==> config.mk <==
export PLATFORM = sky130hd
export DESIGN_NAME = bmp24_stream_decoder
export DESIGN_NICKNAME = d
export VERILOG_FILES = /design/src/rtl/bmp24_pkg.sv /design/src/rtl/bmp24_stream_decoder.sv
export SDC_FILE = /design/constraint.sdc
export NUM_CORES = 2
export LEC_CHECK = 0
export BUFFER_PORTS_ARGS = -buffer_cell sky130_fd_sc_hd__buf_2
export CAP_MARGIN = 20
export CELL_PAD_IN_SITES_DETAIL_PLACEMENT = 2
export CELL_PAD_IN_SITES_GLOBAL_PLACEMENT = 2
export CORE_MARGIN = 2
export CORE_UTILIZATION = 44
export DETAILED_ROUTE_END_ITERATION = 8
export GPL_TIMING_DRIVEN = 1
export MAX_ROUTING_LAYER = met4
export PLACE_DENSITY = 0.94
export SYNTH_ARGS = -nofsm -noshare
export SYNTH_HDL_FRONTEND = slang
export SYNTH_SLANG_ARGS = --single-unit
==> constraint.sdc <==
create_clock -name clk -period 21.7 [get_ports clk]
set_clock_uncertainty 0.2 [all_clocks]
set_input_delay 4.34 -clock clk [delete_from_list [all_inputs] [get_ports clk]]
set_output_delay 4.34 -clock clk [all_outputs]
set_load 0.05 [all_outputs]
==> src/rtl/bmp24_pkg.sv <==
package bmp24_pkg;

    // decoder phases
    typedef enum logic [2:0] {
        PH_HEADER,
        PH_SKIP,
        PH_DATA,
        PH_PAD,
        PH_TAIL,
        PH_DRAIN
    } phase_t;

    // status codes carried by a status request
    typedef enum logic [2:0] {
        ST_OK,
        ST_SHORT_HEADER,
        ST_SIGNATURE,
        ST_COMPRESSED,
        ST_DEPTH,
        ST_SIZE_SMALL,
        ST_SHORT_DATA,
        ST_GEOMETRY
    } status_t;

    // configuration register indexes
    typedef enum logic [1:0] {
        REG_KEY_ENABLE,
        REG_KEY_RED,
        REG_KEY_GREEN,
        REG_KEY_BLUE
    } reg_index_t;

    localparam logic KIND_PIXEL  = 1'b0;
    localparam logic KIND_STATUS = 1'b1;

    // header layout
    localparam logic [5:0]  HEADER_LEN   = 6'd54;
    localparam logic [5:0]  OFS_OFFSET   = 6'h0A;
    localparam logic [5:0]  OFS_WIDTH    = 6'h12;
    localparam logic [5:0]  OFS_HEIGHT   = 6'h16;
    localparam logic [5:0]  OFS_DEPTH    = 6'h1C;
    localparam logic [5:0]  OFS_COMPRESS = 6'h1E;
    localparam logic [5:0]  OFS_SIZE     = 6'h22;
    localparam logic [7:0]  SIG_B        = 8'h42;
    localparam logic [7:0]  SIG_M        = 8'h4D;
    localparam logic [15:0] DEPTH_24     = 16'd24;
    localparam logic [7:0]  ALPHA_OPAQUE = 8'd255;
    localparam logic [7:0]  ALPHA_CLEAR  = 8'd0;

    // one result request
    typedef struct packed {
        logic        kind;
        logic [7:0]  red;
        logic [7:0]  green;
        logic [7:0]  blue;
        logic [7:0]  alpha;
        logic [11:0] column;
        logic [11:0] row;
        logic        last_pixel;
        logic [2:0]  status;
    } result_t;

    function automatic result_t make_status(input status_t code);
        result_t r;
        r            = '0;
        r.kind       = KIND_STATUS;
        r.status     = code;
        return r;
    endfunction

endpackage

==> src/rtl/bmp24_stream_decoder.sv <==
// Streaming decoder for uncompressed 24-bit BMP files. One file byte is taken
// per clock unless in_stall is high; each byte yields at most two result
// requests (a pixel and, on the end_of_file byte, a status), written into a
// four-entry result queue. A byte is taken in a cycle in which the queue has
// room for two requests, so with the output side never stalled the block
// sustains one byte per cycle; results are read from the registered queue. The
// header is checked on its 54th byte from geometry products precomputed in
// registers while the remaining header bytes arrive. Pixels leave in stored
// order, bottom row first, with alpha cleared when the key colour matches.
module bmp24_stream_decoder
    import bmp24_pkg::*;
#(
    parameter int MAX_DIM = 4096
)
(
    input  logic        clk,
    input  logic        rst_n,
    // byte input
    input  logic        in_valid,
    output logic        in_stall,
    input  logic [7:0]  file_byte,
    input  logic        end_of_file,
    // result output
    output logic        out_valid,
    input  logic        out_stall,
    output logic        kind,
    output logic [7:0]  red,
    output logic [7:0]  green,
    output logic [7:0]  blue,
    output logic [7:0]  alpha,
    output logic [11:0] column,
    output logic [11:0] row,
    output logic        last_pixel,
    output logic [2:0]  status,
    // configuration
    input  logic        write_enable,
    input  logic [1:0]  register_index,
    input  logic [7:0]  write_data
);

    localparam int DIM_W   = $clog2(MAX_DIM + 1);
    localparam int WH_W    = 2 * DIM_W;
    localparam int LEAST_W = WH_W + 2;
    localparam int LINE_W  = DIM_W + 2;
    localparam int LP_W    = DIM_W + LINE_W;
    localparam int SPAN_W  = LP_W + 1;
    localparam int NEED_W  = (SPAN_W > 32) ? SPAN_W : 32;
    localparam int POS_W   = NEED_W + 1;
    localparam int Q_DEPTH = 4;
    localparam int Q_AW    = $clog2(Q_DEPTH);
    localparam int Q_CW    = $clog2(Q_DEPTH + 1);

    // configuration registers
    logic        key_enable_reg;
    logic [7:0]  key_red_reg;
    logic [7:0]  key_green_reg;
    logic [7:0]  key_blue_reg;

    // per-file state
    phase_t              phase_reg, phase_next;
    logic [POS_W-1:0]    pos_reg, pos_next;
    logic [31:0]         data_offset_reg, data_offset_next;
    logic [31:0]         image_bytes_reg, image_bytes_next;
    logic [31:0]         image_width_reg, image_width_next;
    logic [31:0]         image_height_reg, image_height_next;
    logic [31:0]         compression_reg, compression_next;
    logic [15:0]         depth_reg, depth_next;
    logic                sig_ok_reg, sig_ok_next;
    logic [DIM_W-1:0]    col_reg, col_next;
    logic [DIM_W-1:0]    row_reg, row_next;
    logic [1:0]          chan_reg, chan_next;
    logic [1:0]          pad_reg, pad_next;
    logic [7:0]          blue_hold_reg, blue_hold_next;
    logic [7:0]          green_hold_reg, green_hold_next;
    logic [POS_W-1:0]    data_end_reg, data_end_next;
    logic                need_zero_reg, need_zero_next;

    // geometry precompute
    logic [WH_W-1:0]     wh_reg;
    logic [LP_W-1:0]     lp_reg;
    logic [NEED_W-1:0]   need_reg, need_next;
    logic                small_reg, small_next;

    // result queue
    result_t             q_reg [Q_DEPTH];
    logic [Q_AW-1:0]     wr_ptr_reg, rd_ptr_reg;
    logic [Q_CW-1:0]     count_reg, count_next;

    logic                accept, pop;
    logic [5:0]          pos6;
    logic [POS_W-1:0]    pos_inc;
    logic [DIM_W-1:0]    w_dim, h_dim, h_m1, col_inc, row_inc;
    logic [LINE_W-1:0]   w3, line_bytes;
    logic [LEAST_W-1:0]  least;
    logic [SPAN_W-1:0]   span;
    logic [31:0]         size_eff, off_eff;
    logic                no_pixels, geom_bad, hdr_end, skip_go;
    logic                pix_fire, col_wrap, row_wrap, tail_next, data_done;
    logic                keyed;
    status_t             hdr_code, end_code;
    result_t             res_first, res_second, pixel_res;
    logic [1:0]          n_push;

    assign accept   = in_valid && !in_stall;
    assign pop      = out_valid && !out_stall;
    assign in_stall = count_reg > Q_CW'(Q_DEPTH - 2);

    assign pos6    = pos_reg[5:0];
    assign pos_inc = (&pos_reg) ? pos_reg : pos_reg + POS_W'(1);

    // geometry arithmetic
    assign w_dim      = image_width_reg[DIM_W-1:0];
    assign h_dim      = image_height_reg[DIM_W-1:0];
    assign h_m1       = h_dim - DIM_W'(1);
    assign w3         = LINE_W'(w_dim) + LINE_W'({w_dim, 1'b0});
    assign line_bytes = (w3 + LINE_W'(3)) & ~LINE_W'(3);
    assign least      = LEAST_W'({wh_reg, 1'b0}) + LEAST_W'(wh_reg);
    assign span       = (least == '0) ? '0 : SPAN_W'(lp_reg) + SPAN_W'(w3);
    assign size_eff   = (image_bytes_reg == '0) ? 32'(least) : image_bytes_reg;
    assign small_next = size_eff[31] || (NEED_W'(size_eff) < NEED_W'(least));
    assign need_next  = (NEED_W'(size_eff) > NEED_W'(span)) ? NEED_W'(size_eff)
                                                          : NEED_W'(span);

    // header check
    assign off_eff   = (data_offset_reg == '0) ? 32'(HEADER_LEN) : data_offset_reg;
    assign no_pixels = (image_width_reg == '0) || (image_height_reg == '0);
    assign geom_bad  = (image_width_reg > 32'(MAX_DIM)) || (image_height_reg > 32'(MAX_DIM))
                    || off_eff[31] || (off_eff < 32'(HEADER_LEN));
    assign hdr_end   = pos_reg == POS_W'(HEADER_LEN - 6'd1);

    always_comb
    begin
        if (!sig_ok_reg)
            hdr_code = ST_SIGNATURE;
        else if (compression_reg != '0)
            hdr_code = ST_COMPRESSED;
        else if (depth_reg != DEPTH_24)
            hdr_code = ST_DEPTH;
        else if (geom_bad)
            hdr_code = ST_GEOMETRY;
        else if (small_reg)
            hdr_code = ST_SIZE_SMALL;
        else
            hdr_code = ST_OK;
    end

    // pixel walk
    assign skip_go   = pos_inc >= POS_W'(data_offset_reg);
    assign pix_fire  = (phase_reg == PH_DATA) && (chan_reg == 2'd2);
    assign col_inc   = col_reg + DIM_W'(1);
    assign row_inc   = row_reg + DIM_W'(1);
    assign col_wrap  = col_inc == w_dim;
    assign row_wrap  = row_inc == h_dim;
    assign tail_next = (phase_reg == PH_TAIL) || (pix_fire && col_wrap && row_wrap);
    assign data_done = (tail_next || no_pixels) && (need_zero_reg || (pos_inc >= data_end_reg));
    assign keyed     = key_enable_reg && (file_byte == key_red_reg)
                    && (green_hold_reg == key_green_reg) && (blue_hold_reg == key_blue_reg);

    // next phase
    always_comb
    begin
        phase_next = phase_reg;
        if (accept)
        begin
            if (end_of_file)
                phase_next = PH_HEADER;
            else
            begin
                case (phase_reg)
                    PH_HEADER:
                    begin
                        if (hdr_end)
                        begin
                            if (hdr_code != ST_OK)
                                phase_next = PH_DRAIN;
                            else if (off_eff > 32'(HEADER_LEN))
                                phase_next = PH_SKIP;
                            else
                                phase_next = no_pixels ? PH_TAIL : PH_DATA;
                        end
                    end
                    PH_SKIP:
                    begin
                        if (skip_go)
                            phase_next = no_pixels ? PH_TAIL : PH_DATA;
                    end
                    PH_DATA:
                    begin
                        if (pix_fire && col_wrap)
                        begin
                            if (row_wrap)
                                phase_next = PH_TAIL;
                            else if (w_dim[1:0] != 2'd0)
                                phase_next = PH_PAD;
                        end
                    end
                    PH_PAD:
                    begin
                        if (pad_reg <= 2'd1)
                            phase_next = PH_DATA;
                    end
                    default:
                    begin
                        phase_next = phase_reg;
                    end
                endcase
            end
        end
    end

    // per-byte datapath
    always_comb
    begin
        pos_next          = pos_reg;
        data_offset_next  = data_offset_reg;
        image_bytes_next  = image_bytes_reg;
        image_width_next  = image_width_reg;
        image_height_next = image_height_reg;
        compression_next  = compression_reg;
        depth_next        = depth_reg;
        sig_ok_next       = sig_ok_reg;
        col_next          = col_reg;
        row_next          = row_reg;
        chan_next         = chan_reg;
        pad_next          = pad_reg;
        blue_hold_next    = blue_hold_reg;
        green_hold_next   = green_hold_reg;
        data_end_next     = data_end_reg;
        need_zero_next    = need_zero_reg;
        if (accept)
        begin
            if (phase_reg != PH_DRAIN)
                pos_next = pos_inc;
            case (phase_reg)
                PH_HEADER:
                begin
                    // byte capture into header words
                    if (pos6 == 6'd0)
                        sig_ok_next = file_byte == SIG_B;
                    else if (pos6 == 6'd1)
                        sig_ok_next = sig_ok_reg && (file_byte == SIG_M);
                    else if (pos6 inside {[OFS_OFFSET:OFS_OFFSET + 6'd3]})
                        data_offset_next[8*(2'(pos6 - OFS_OFFSET)) +: 8] = file_byte;
                    else if (pos6 inside {[OFS_WIDTH:OFS_WIDTH + 6'd3]})
                        image_width_next[8*(2'(pos6 - OFS_WIDTH)) +: 8] = file_byte;
                    else if (pos6 inside {[OFS_HEIGHT:OFS_HEIGHT + 6'd3]})
                        image_height_next[8*(2'(pos6 - OFS_HEIGHT)) +: 8] = file_byte;
                    else if (pos6 inside {[OFS_DEPTH:OFS_DEPTH + 6'd1]})
                        depth_next[8*(1'(pos6 - OFS_DEPTH)) +: 8] = file_byte;
                    else if (pos6 inside {[OFS_COMPRESS:OFS_COMPRESS + 6'd3]})
                        compression_next[8*(2'(pos6 - OFS_COMPRESS)) +: 8] = file_byte;
                    else if (pos6 inside {[OFS_SIZE:OFS_SIZE + 6'd3]})
                        image_bytes_next[8*(2'(pos6 - OFS_SIZE)) +: 8] = file_byte;
                    // last header byte: fix offset and data demand
                    if (hdr_end)
                    begin
                        data_offset_next = off_eff;
                        data_end_next    = POS_W'(off_eff) + POS_W'(need_reg);
                        need_zero_next   = need_reg == '0;
                    end
                end
                PH_DATA:
                begin
                    case (chan_reg)
                        2'd0:
                        begin
                            blue_hold_next = file_byte;
                            chan_next      = 2'd1;
                        end
                        2'd1:
                        begin
                            green_hold_next = file_byte;
                            chan_next       = 2'd2;
                        end
                        default:
                        begin
                            chan_next = 2'd0;
                            if (col_wrap)
                            begin
                                col_next = '0;
                                row_next = row_inc;
                                pad_next = w_dim[1:0];
                            end
                            else
                                col_next = col_inc;
                        end
                    endcase
                end
                PH_PAD:
                begin
                    if (pad_reg != 2'd0)
                        pad_next = pad_reg - 2'd1;
                end
                default:
                begin
                    pos_next = pos_next;
                end
            endcase
            // end of file starts a new file
            if (end_of_file)
            begin
                pos_next          = '0;
                data_offset_next  = '0;
                image_bytes_next  = '0;
                image_width_next  = '0;
                image_height_next = '0;
                compression_next  = '0;
                depth_next        = '0;
                sig_ok_next       = 1'b0;
                col_next          = '0;
                row_next          = '0;
                chan_next         = '0;
                pad_next          = '0;
                data_end_next     = '0;
                need_zero_next    = 1'b0;
            end
        end
    end

    // result requests for this byte
    always_comb
    begin
        pixel_res            = '0;
        pixel_res.kind       = KIND_PIXEL;
        pixel_res.red        = file_byte;
        pixel_res.green      = green_hold_reg;
        pixel_res.blue       = blue_hold_reg;
        pixel_res.alpha      = keyed ? ALPHA_CLEAR : ALPHA_OPAQUE;
        pixel_res.column     = 12'(col_reg);
        pixel_res.row        = 12'(row_reg);
        pixel_res.last_pixel = col_wrap && row_wrap;
        pixel_res.status     = ST_OK;

        end_code   = data_done ? ST_OK : ST_SHORT_DATA;
        res_first  = make_status(end_code);
        res_second = make_status(end_code);
        n_push     = 2'd0;
        if (accept)
        begin
            case (phase_reg)
                PH_HEADER:
                begin
                    if (!hdr_end)
                    begin
                        if (end_of_file)
                        begin
                            res_first = make_status(ST_SHORT_HEADER);
                            n_push    = 2'd1;
                        end
                    end
                    else if (hdr_code != ST_OK)
                    begin
                        res_first = make_status(hdr_code);
                        n_push    = 2'd1;
                    end
                    else if (end_of_file)
                    begin
                        res_first = make_status((no_pixels && need_reg == '0)
                                                ? ST_OK : ST_SHORT_DATA);
                        n_push    = 2'd1;
                    end
                end
                PH_DRAIN:
                begin
                    n_push = 2'd0;
                end
                default:
                begin
                    if (pix_fire)
                    begin
                        res_first = pixel_res;
                        n_push    = end_of_file ? 2'd2 : 2'd1;
                    end
                    else if (end_of_file)
                        n_push = 2'd1;
                end
            endcase
        end
    end

    assign count_next = count_reg + Q_CW'(n_push) - Q_CW'(pop);

    // control state
    always_ff @(posedge clk or negedge rst_n)
    begin
        if (!rst_n)
        begin
            key_enable_reg   <= 1'b0;
            key_red_reg      <= '0;
            key_green_reg    <= '0;
            key_blue_reg     <= '0;
            phase_reg        <= PH_HEADER;
            pos_reg          <= '0;
            data_offset_reg  <= '0;
            image_bytes_reg  <= '0;
            image_width_reg  <= '0;
            image_height_reg <= '0;
            compression_reg  <= '0;
            depth_reg        <= '0;
            sig_ok_reg       <= 1'b0;
            col_reg          <= '0;
            row_reg          <= '0;
            chan_reg         <= '0;
            pad_reg          <= '0;
            data_end_reg     <= '0;
            need_zero_reg    <= 1'b0;
            wr_ptr_reg       <= '0;
            rd_ptr_reg       <= '0;
            count_reg        <= '0;
        end
        else
        begin
            if (write_enable)
            begin
                case (register_index)
                    REG_KEY_ENABLE: key_enable_reg <= write_data[0];
                    REG_KEY_RED:    key_red_reg    <= write_data;
                    REG_KEY_GREEN:  key_green_reg  <= write_data;
                    REG_KEY_BLUE:   key_blue_reg   <= write_data;
                    default:        key_enable_reg <= key_enable_reg;
                endcase
            end
            phase_reg        <= phase_next;
            pos_reg          <= pos_next;
            data_offset_reg  <= data_offset_next;
            image_bytes_reg  <= image_bytes_next;
            image_width_reg  <= image_width_next;
            image_height_reg <= image_height_next;
            compression_reg  <= compression_next;
            depth_reg        <= depth_next;
            sig_ok_reg       <= sig_ok_next;
            col_reg          <= col_next;
            row_reg          <= row_next;
            chan_reg         <= chan_next;
            pad_reg          <= pad_next;
            data_end_reg     <= data_end_next;
            need_zero_reg    <= need_zero_next;
            wr_ptr_reg       <= wr_ptr_reg + Q_AW'(n_push);
            rd_ptr_reg       <= rd_ptr_reg + Q_AW'(pop);
            count_reg        <= count_next;
        end
    end

    // payload registers: pixel holds, geometry pipeline, result queue
    always_ff @(posedge clk)
    begin
        blue_hold_reg  <= blue_hold_next;
        green_hold_reg <= green_hold_next;
        wh_reg         <= WH_W'(w_dim) * WH_W'(h_dim);
        lp_reg         <= LP_W'(h_m1) * LP_W'(line_bytes);
        need_reg       <= need_next;
        small_reg      <= small_next;
        if (n_push != 2'd0)
            q_reg[wr_ptr_reg] <= res_first;
        if (n_push == 2'd2)
            q_reg[wr_ptr_reg + Q_AW'(1)] <= res_second;
    end

    // output side
    assign out_valid  = count_reg != '0;
    assign kind       = q_reg[rd_ptr_reg].kind;
    assign red        = q_reg[rd_ptr_reg].red;
    assign green      = q_reg[rd_ptr_reg].green;
    assign blue       = q_reg[rd_ptr_reg].blue;
    assign alpha      = q_reg[rd_ptr_reg].alpha;
    assign column     = q_reg[rd_ptr_reg].column;
    assign row        = q_reg[rd_ptr_reg].row;
    assign last_pixel = q_reg[rd_ptr_reg].last_pixel;
    assign status     = q_reg[rd_ptr_reg].status;

endmodule

==> results of run 1 <==
through the flow:
step	setup slack (ps)	hold slack, ps
after floorplan	13670	220
after global placement	12760	171
after detailed placement	12330	242
after CTS	11810	268
logic make-up after synthesis:
logic type,after synthesis
compound gates,987
fa+ha+maj,621
simple gates,1726
flops,626
mux,184
xor+xnor,260
buf+inv,776
per-layer routing:
| layer | global-route usage (%) | GRT overflow |
|---|---|---|
| met5 | - | - |
| met4 | 64.7 | 9 |
| met3 | 46.0 | 9 |
| met2 | 82.2 | 2 |
| met1 | 61.9 | 1 |
==> summary.txt, run 1 <==
status -> did not finish
Failed at -> global routing
tool error message -> [ERROR GRT-0232] Routing congestion too high. Check the congestion heatmap in the GUI.
gr usage total -> 64.7%
Die Height -> 328 um
Sink Count -> 626
post-synth top area share -> 16.8%
hpwl dp -> 151000 um
Commonest cells post-synth -> nand2_1 (610), inv_1 (478), nor2_1 (457)
most common cell in the synthesized netlist -> nand2_1
initial core utilization -> 44.5%
Synth area leader -> dfrtp_1
DIE WIDTH -> 328 um
cts hold-fix bufs -> 0
Clock Path Buffers -> 3
post-CTS setup repair buffer count -> 0
Synth Area per Inst -> 8.91 um2
initial antenna violation count -> 58
Mapped Area -> 46200 um2
compound-gate portion of the synthesized area -> 13.2%
syn nets -> 5825
post-synthesis cell type count -> 95
FP Rows -> 118
Area contributors post-synth -> dfrtp_1 (17%), dfxtp_1 (13%), fa_1 (11%)
synth warn -> 0
Port Buffers -> 86
post-CTS sizing -> 0
Seq/Total Area, Yosys -> 31.0%
clock root buffer -> clkbuf_16
Synth Instances -> 5180
largest net degree at the start of global routing -> 97
# IOs -> 87
Post-Synth Adder-Cell Area -> 20.9%
Inserted Clock Buffers -> 74
Post-synth EDFFs -> 24
GP Congestion -> 0.927
gr ovfl total -> 21
xor/xnor share of the synthesized area -> 4.93%
post-synthesis mux area share -> 5.74%
simple-gate area share of the yosys netlist -> 17.5%
Post-DP Area -> 47500 um2
largest family of logic cells by synthesized area -> adder cells
dominant synthesized flop cell -> dfrtp_1
DP Cell Count -> 6408
Yosys reg bits -> 626
H-tree Lvls -> 3
ys async rst share -> 49.4%
==> inputs of run 2 (changes only) <==
--- a/config.mk
+++ b/config.mk
@@ -7,14 +7,11 @@
 export LEC_CHECK = 0
 export BUFFER_PORTS_ARGS = -buffer_cell sky130_fd_sc_hd__buf_2
 export CAP_MARGIN = 20
-export CELL_PAD_IN_SITES_DETAIL_PLACEMENT = 2
-export CELL_PAD_IN_SITES_GLOBAL_PLACEMENT = 2
 export CORE_MARGIN = 2
-export CORE_UTILIZATION = 44
+export CORE_UTILIZATION = 33
 export DETAILED_ROUTE_END_ITERATION = 8
 export GPL_TIMING_DRIVEN = 1
-export MAX_ROUTING_LAYER = met4
-export PLACE_DENSITY = 0.94
+export PLACE_DENSITY_LB_ADDON = 0.15
 export SYNTH_ARGS = -nofsm -noshare
 export SYNTH_HDL_FRONTEND = slang
 export SYNTH_SLANG_ARGS = --single-unit
==> run 2 against run 1 <==
Compared with the run above:
- area after synthesis stayed put
- the flow now finishes without violations
- synthesized cell count unchanged
==> summary.txt, run 2 <==
hold_ws -> 182 ps
xor/xnor share of the synthesized area -> 4.93% (unchanged)
Seq/Total Area, Yosys -> 31.0% (unchanged)
peak supply drop -> 0.486 mV
maximum clock rate -> 110 MHz
CP Capture Type -> register
initial antenna violation count -> 0
post-synthesis cell type count -> 95 (unchanged)
WP data arrival -> 9510 ps
Multi-input gate area -> 28800 um2
Crit path required time -> 22120 ps
simple-gate area share of the yosys netlist -> 17.5% (unchanged)
status -> complete, no violations
Hold Path Class -> register to register
worst reg2reg startpoint -> image_width_reg[2]
P per Cell Area -> 151 nW/um2
syn nets -> 5825 (unchanged)
post-CTS setup repair buffer count -> 0 (unchanged)
initial drt markers -> 2507
worst-margin pin slew -> 1100 ps
non-filler instance count after layout -> 7063
Hold Path Sink -> need_reg[29]
Synth area leader -> dfrtp_1
Period minus WS final -> 9090 ps
TritonCTS clock tree -> built
most frequent cells in the layout -> nand2_1 (609), inv_1 (478), nor2_1 (457), ha_1 (374), dfrtp_1 (307)
Synth Instances -> 5180 (unchanged)
slowest CP cell -> xnor2_1
Post-synth EDFFs -> 24 (unchanged)
via/cell ratio -> 5.16
Static Leak -> 23.2 nW
worst stage delay on the critical path -> 790 ps
final hold vios -> 0
Hold Crit Start -> image_bytes_reg[29]
GP Congestion -> 0.885 (-4.5%)
R2R Path End -> lp_reg[27]
critical path type -> register to register
Clock Path Buffers -> 3 (unchanged)
CP dominant cell by count -> fa_1
final layout net count -> 5765
GRT met1 Usage -> 28.8%
final worst-path cycle share -> 41.9%
r2r setup slk -> 12610 ps
register area -> 14300 um2
gr usage total -> 20.2%
clock root buffer -> clkbuf_16
Port Buffers -> 86 (unchanged)
cells on worst reg2reg path -> 29
largest net degree at the start of global routing -> 89
Mapped Area -> 46200 um2 (unchanged)
FP Rows -> 137 (+16%)
Yosys reg bits -> 626 (unchanged)
H-tree Lvls -> 3 (unchanged)
crit path max fanout -> 17
met3 Use GR -> 2.14%
post-synth top area share -> 16.8% (unchanged)
final WL -> 144000 um
flip-flop count of the largest register after layout -> 216
Max Slew Vio Count -> 0
initial core utilization -> 33.2% (-11 points)
most common cell in the synthesized netlist -> nand2_1
Vias -> 36453
die footprint -> 143000 um2
post-CTS sizing -> 0 (unchanged)
Antenna Nets Post-Route -> 0
gr ovfl total -> 0
cts hold-fix bufs -> 0 (unchanged)
Clock Latency Late Sink -> 690 ps
core area -> 139000 um2
Synth Area per Inst -> 8.91 um2 (unchanged)
Die Height -> 378 um (+15%)
Final TNS setup -> 0 ps
fillcell total -> 14444
vias in the first global route -> 36140
routed wire length per instance -> 20.4 um
synth warn -> 0 (unchanged)
first-pass GRT wire length -> 223000 um
Worst Hold Path Cells -> 0
setup ws final -> 12610 ps
ys async rst share -> 49.4% (unchanged)
most common cell after layout, fill and taps aside -> nand2_1
Commonest cells post-synth -> nand2_1 (610), inv_1 (478), nor2_1 (457)
Area contributors post-synth -> dfrtp_1 (17%), dfxtp_1 (13%), fa_1 (11%)
layer with the highest usage -> met2
# IOs -> 87 (unchanged)
# DRC -> 0
Place WS -> 12710 ps (+380 ps)
Clock transition at path regs -> 60 ps
startpoint types -> register
Max-slew headroom -> 26.3%
final setup vio count -> 0
Sink Count -> 626 (unchanged)
DP Cell Count -> 6913 (+7.9%)
met2 Use GR -> 32.6%
post-synthesis mux area share -> 5.74% (unchanged)
DIE WIDTH -> 378 um (+15%)
max-cap check violation count -> 0
RSZ-0062 raised after global routing -> no
layout cells sized above 1 -> 10.1%
compound-gate portion of the synthesized area -> 13.2% (unchanged)
largest family of logic cells by synthesized area -> adder cells
Inserted Clock Buffers -> 78 (+5.4%)
Pre-antenna DRT Iters -> 6
Post-Synth Adder-Cell Area -> 20.9% (unchanged)
hpwl dp -> 106000 um (-30%)
dominant synthesized flop cell -> dfrtp_1
Area Overhead vs Synth -> 10.5%
==> run 2: worst max-delay path by stage <==
| stage | from | endpoint | slack (ps) | depth (start not counted) |
|---|---|---|---|---|
| after detailed placement | image_width_reg[2] | lp_reg[24] | 12710 | 29 |
| after global placement | image_width_reg[2] | lp_reg[27] | 12780 | 29 |
| after global routing | image_width_reg[2] | lp_reg[24] | 11950 | 29 |
| final | image_width_reg[2] | lp_reg[27] | 12610 | 29 |
| after floorplan | image_width_reg[3] | lp_reg[27] | 13670 | 33 |
| after CTS | image_width_reg[2] | lp_reg[27] | 12610 | 29 |
==> run 2: metal layers <==
metal | part of all wire [%] | routed length, um
met1 | 48 | 69500
met2 | 46 | 66200
met3 | 3.4 | 4880
met4 | 2.3 | 3320
met5 | 0 | 0
==> run 2: cell type report <==
type / count / area share (%)
repair buffers: 157 / 1.90
flip-flops and latches: 626 / 28.1
multi-input cells: 3778 / 56.5
inverters: 479 / 3.53
clock buffers: 115 / 4.56
diodes: 2 / 0.00982
well taps: 1876 / 4.60
clock inverters: 30 / 0.798
==> run 2: metrics by stage <==
| step | power (mW) | utilization [%] | cell area [um2] |
|---|---|---|---|
| after floorplan | 4.86 | - | 46200 |
| after global placement | 6.35 | 34.6 | 48200 |
| after detailed placement | 6.35 | 34.7 | 48200 |
| after CTS | 7.79 | 36.6 | 51000 |
| after global routing | 8.41 | 36.6 | 51000 |
| final | 7.70 | 36.6 | 51000 |
==> run 2: critical path, delay by kind of cell (launching register included) <==
kind            cells  cell delay, ps
compound gates     10            1990
xor+xnor            3            1250
fa+ha+maj           7            3410
buf+inv             3             410
flops               1             730
simple gates        6            1020
==> run 2: cell families after synthesis <==
family / count (synthesis)
xor+xnor: 260
mux: 184
simple gates: 1726
buf+inv: 776
fa+ha+maj: 621
flops: 626
compound gates: 987
==> run 2: report_power, final <==
part / total (mW) / switching [mW] / internal (mW)
Sequential: 1.53 / 0.191 / 1.34
Clock: 1.38 / 0.564 / 0.813
Combinational: 4.79 / 3.08 / 1.71
Total: 7.70 / 3.84 / 3.86
(Power assumes the default switching activity.)
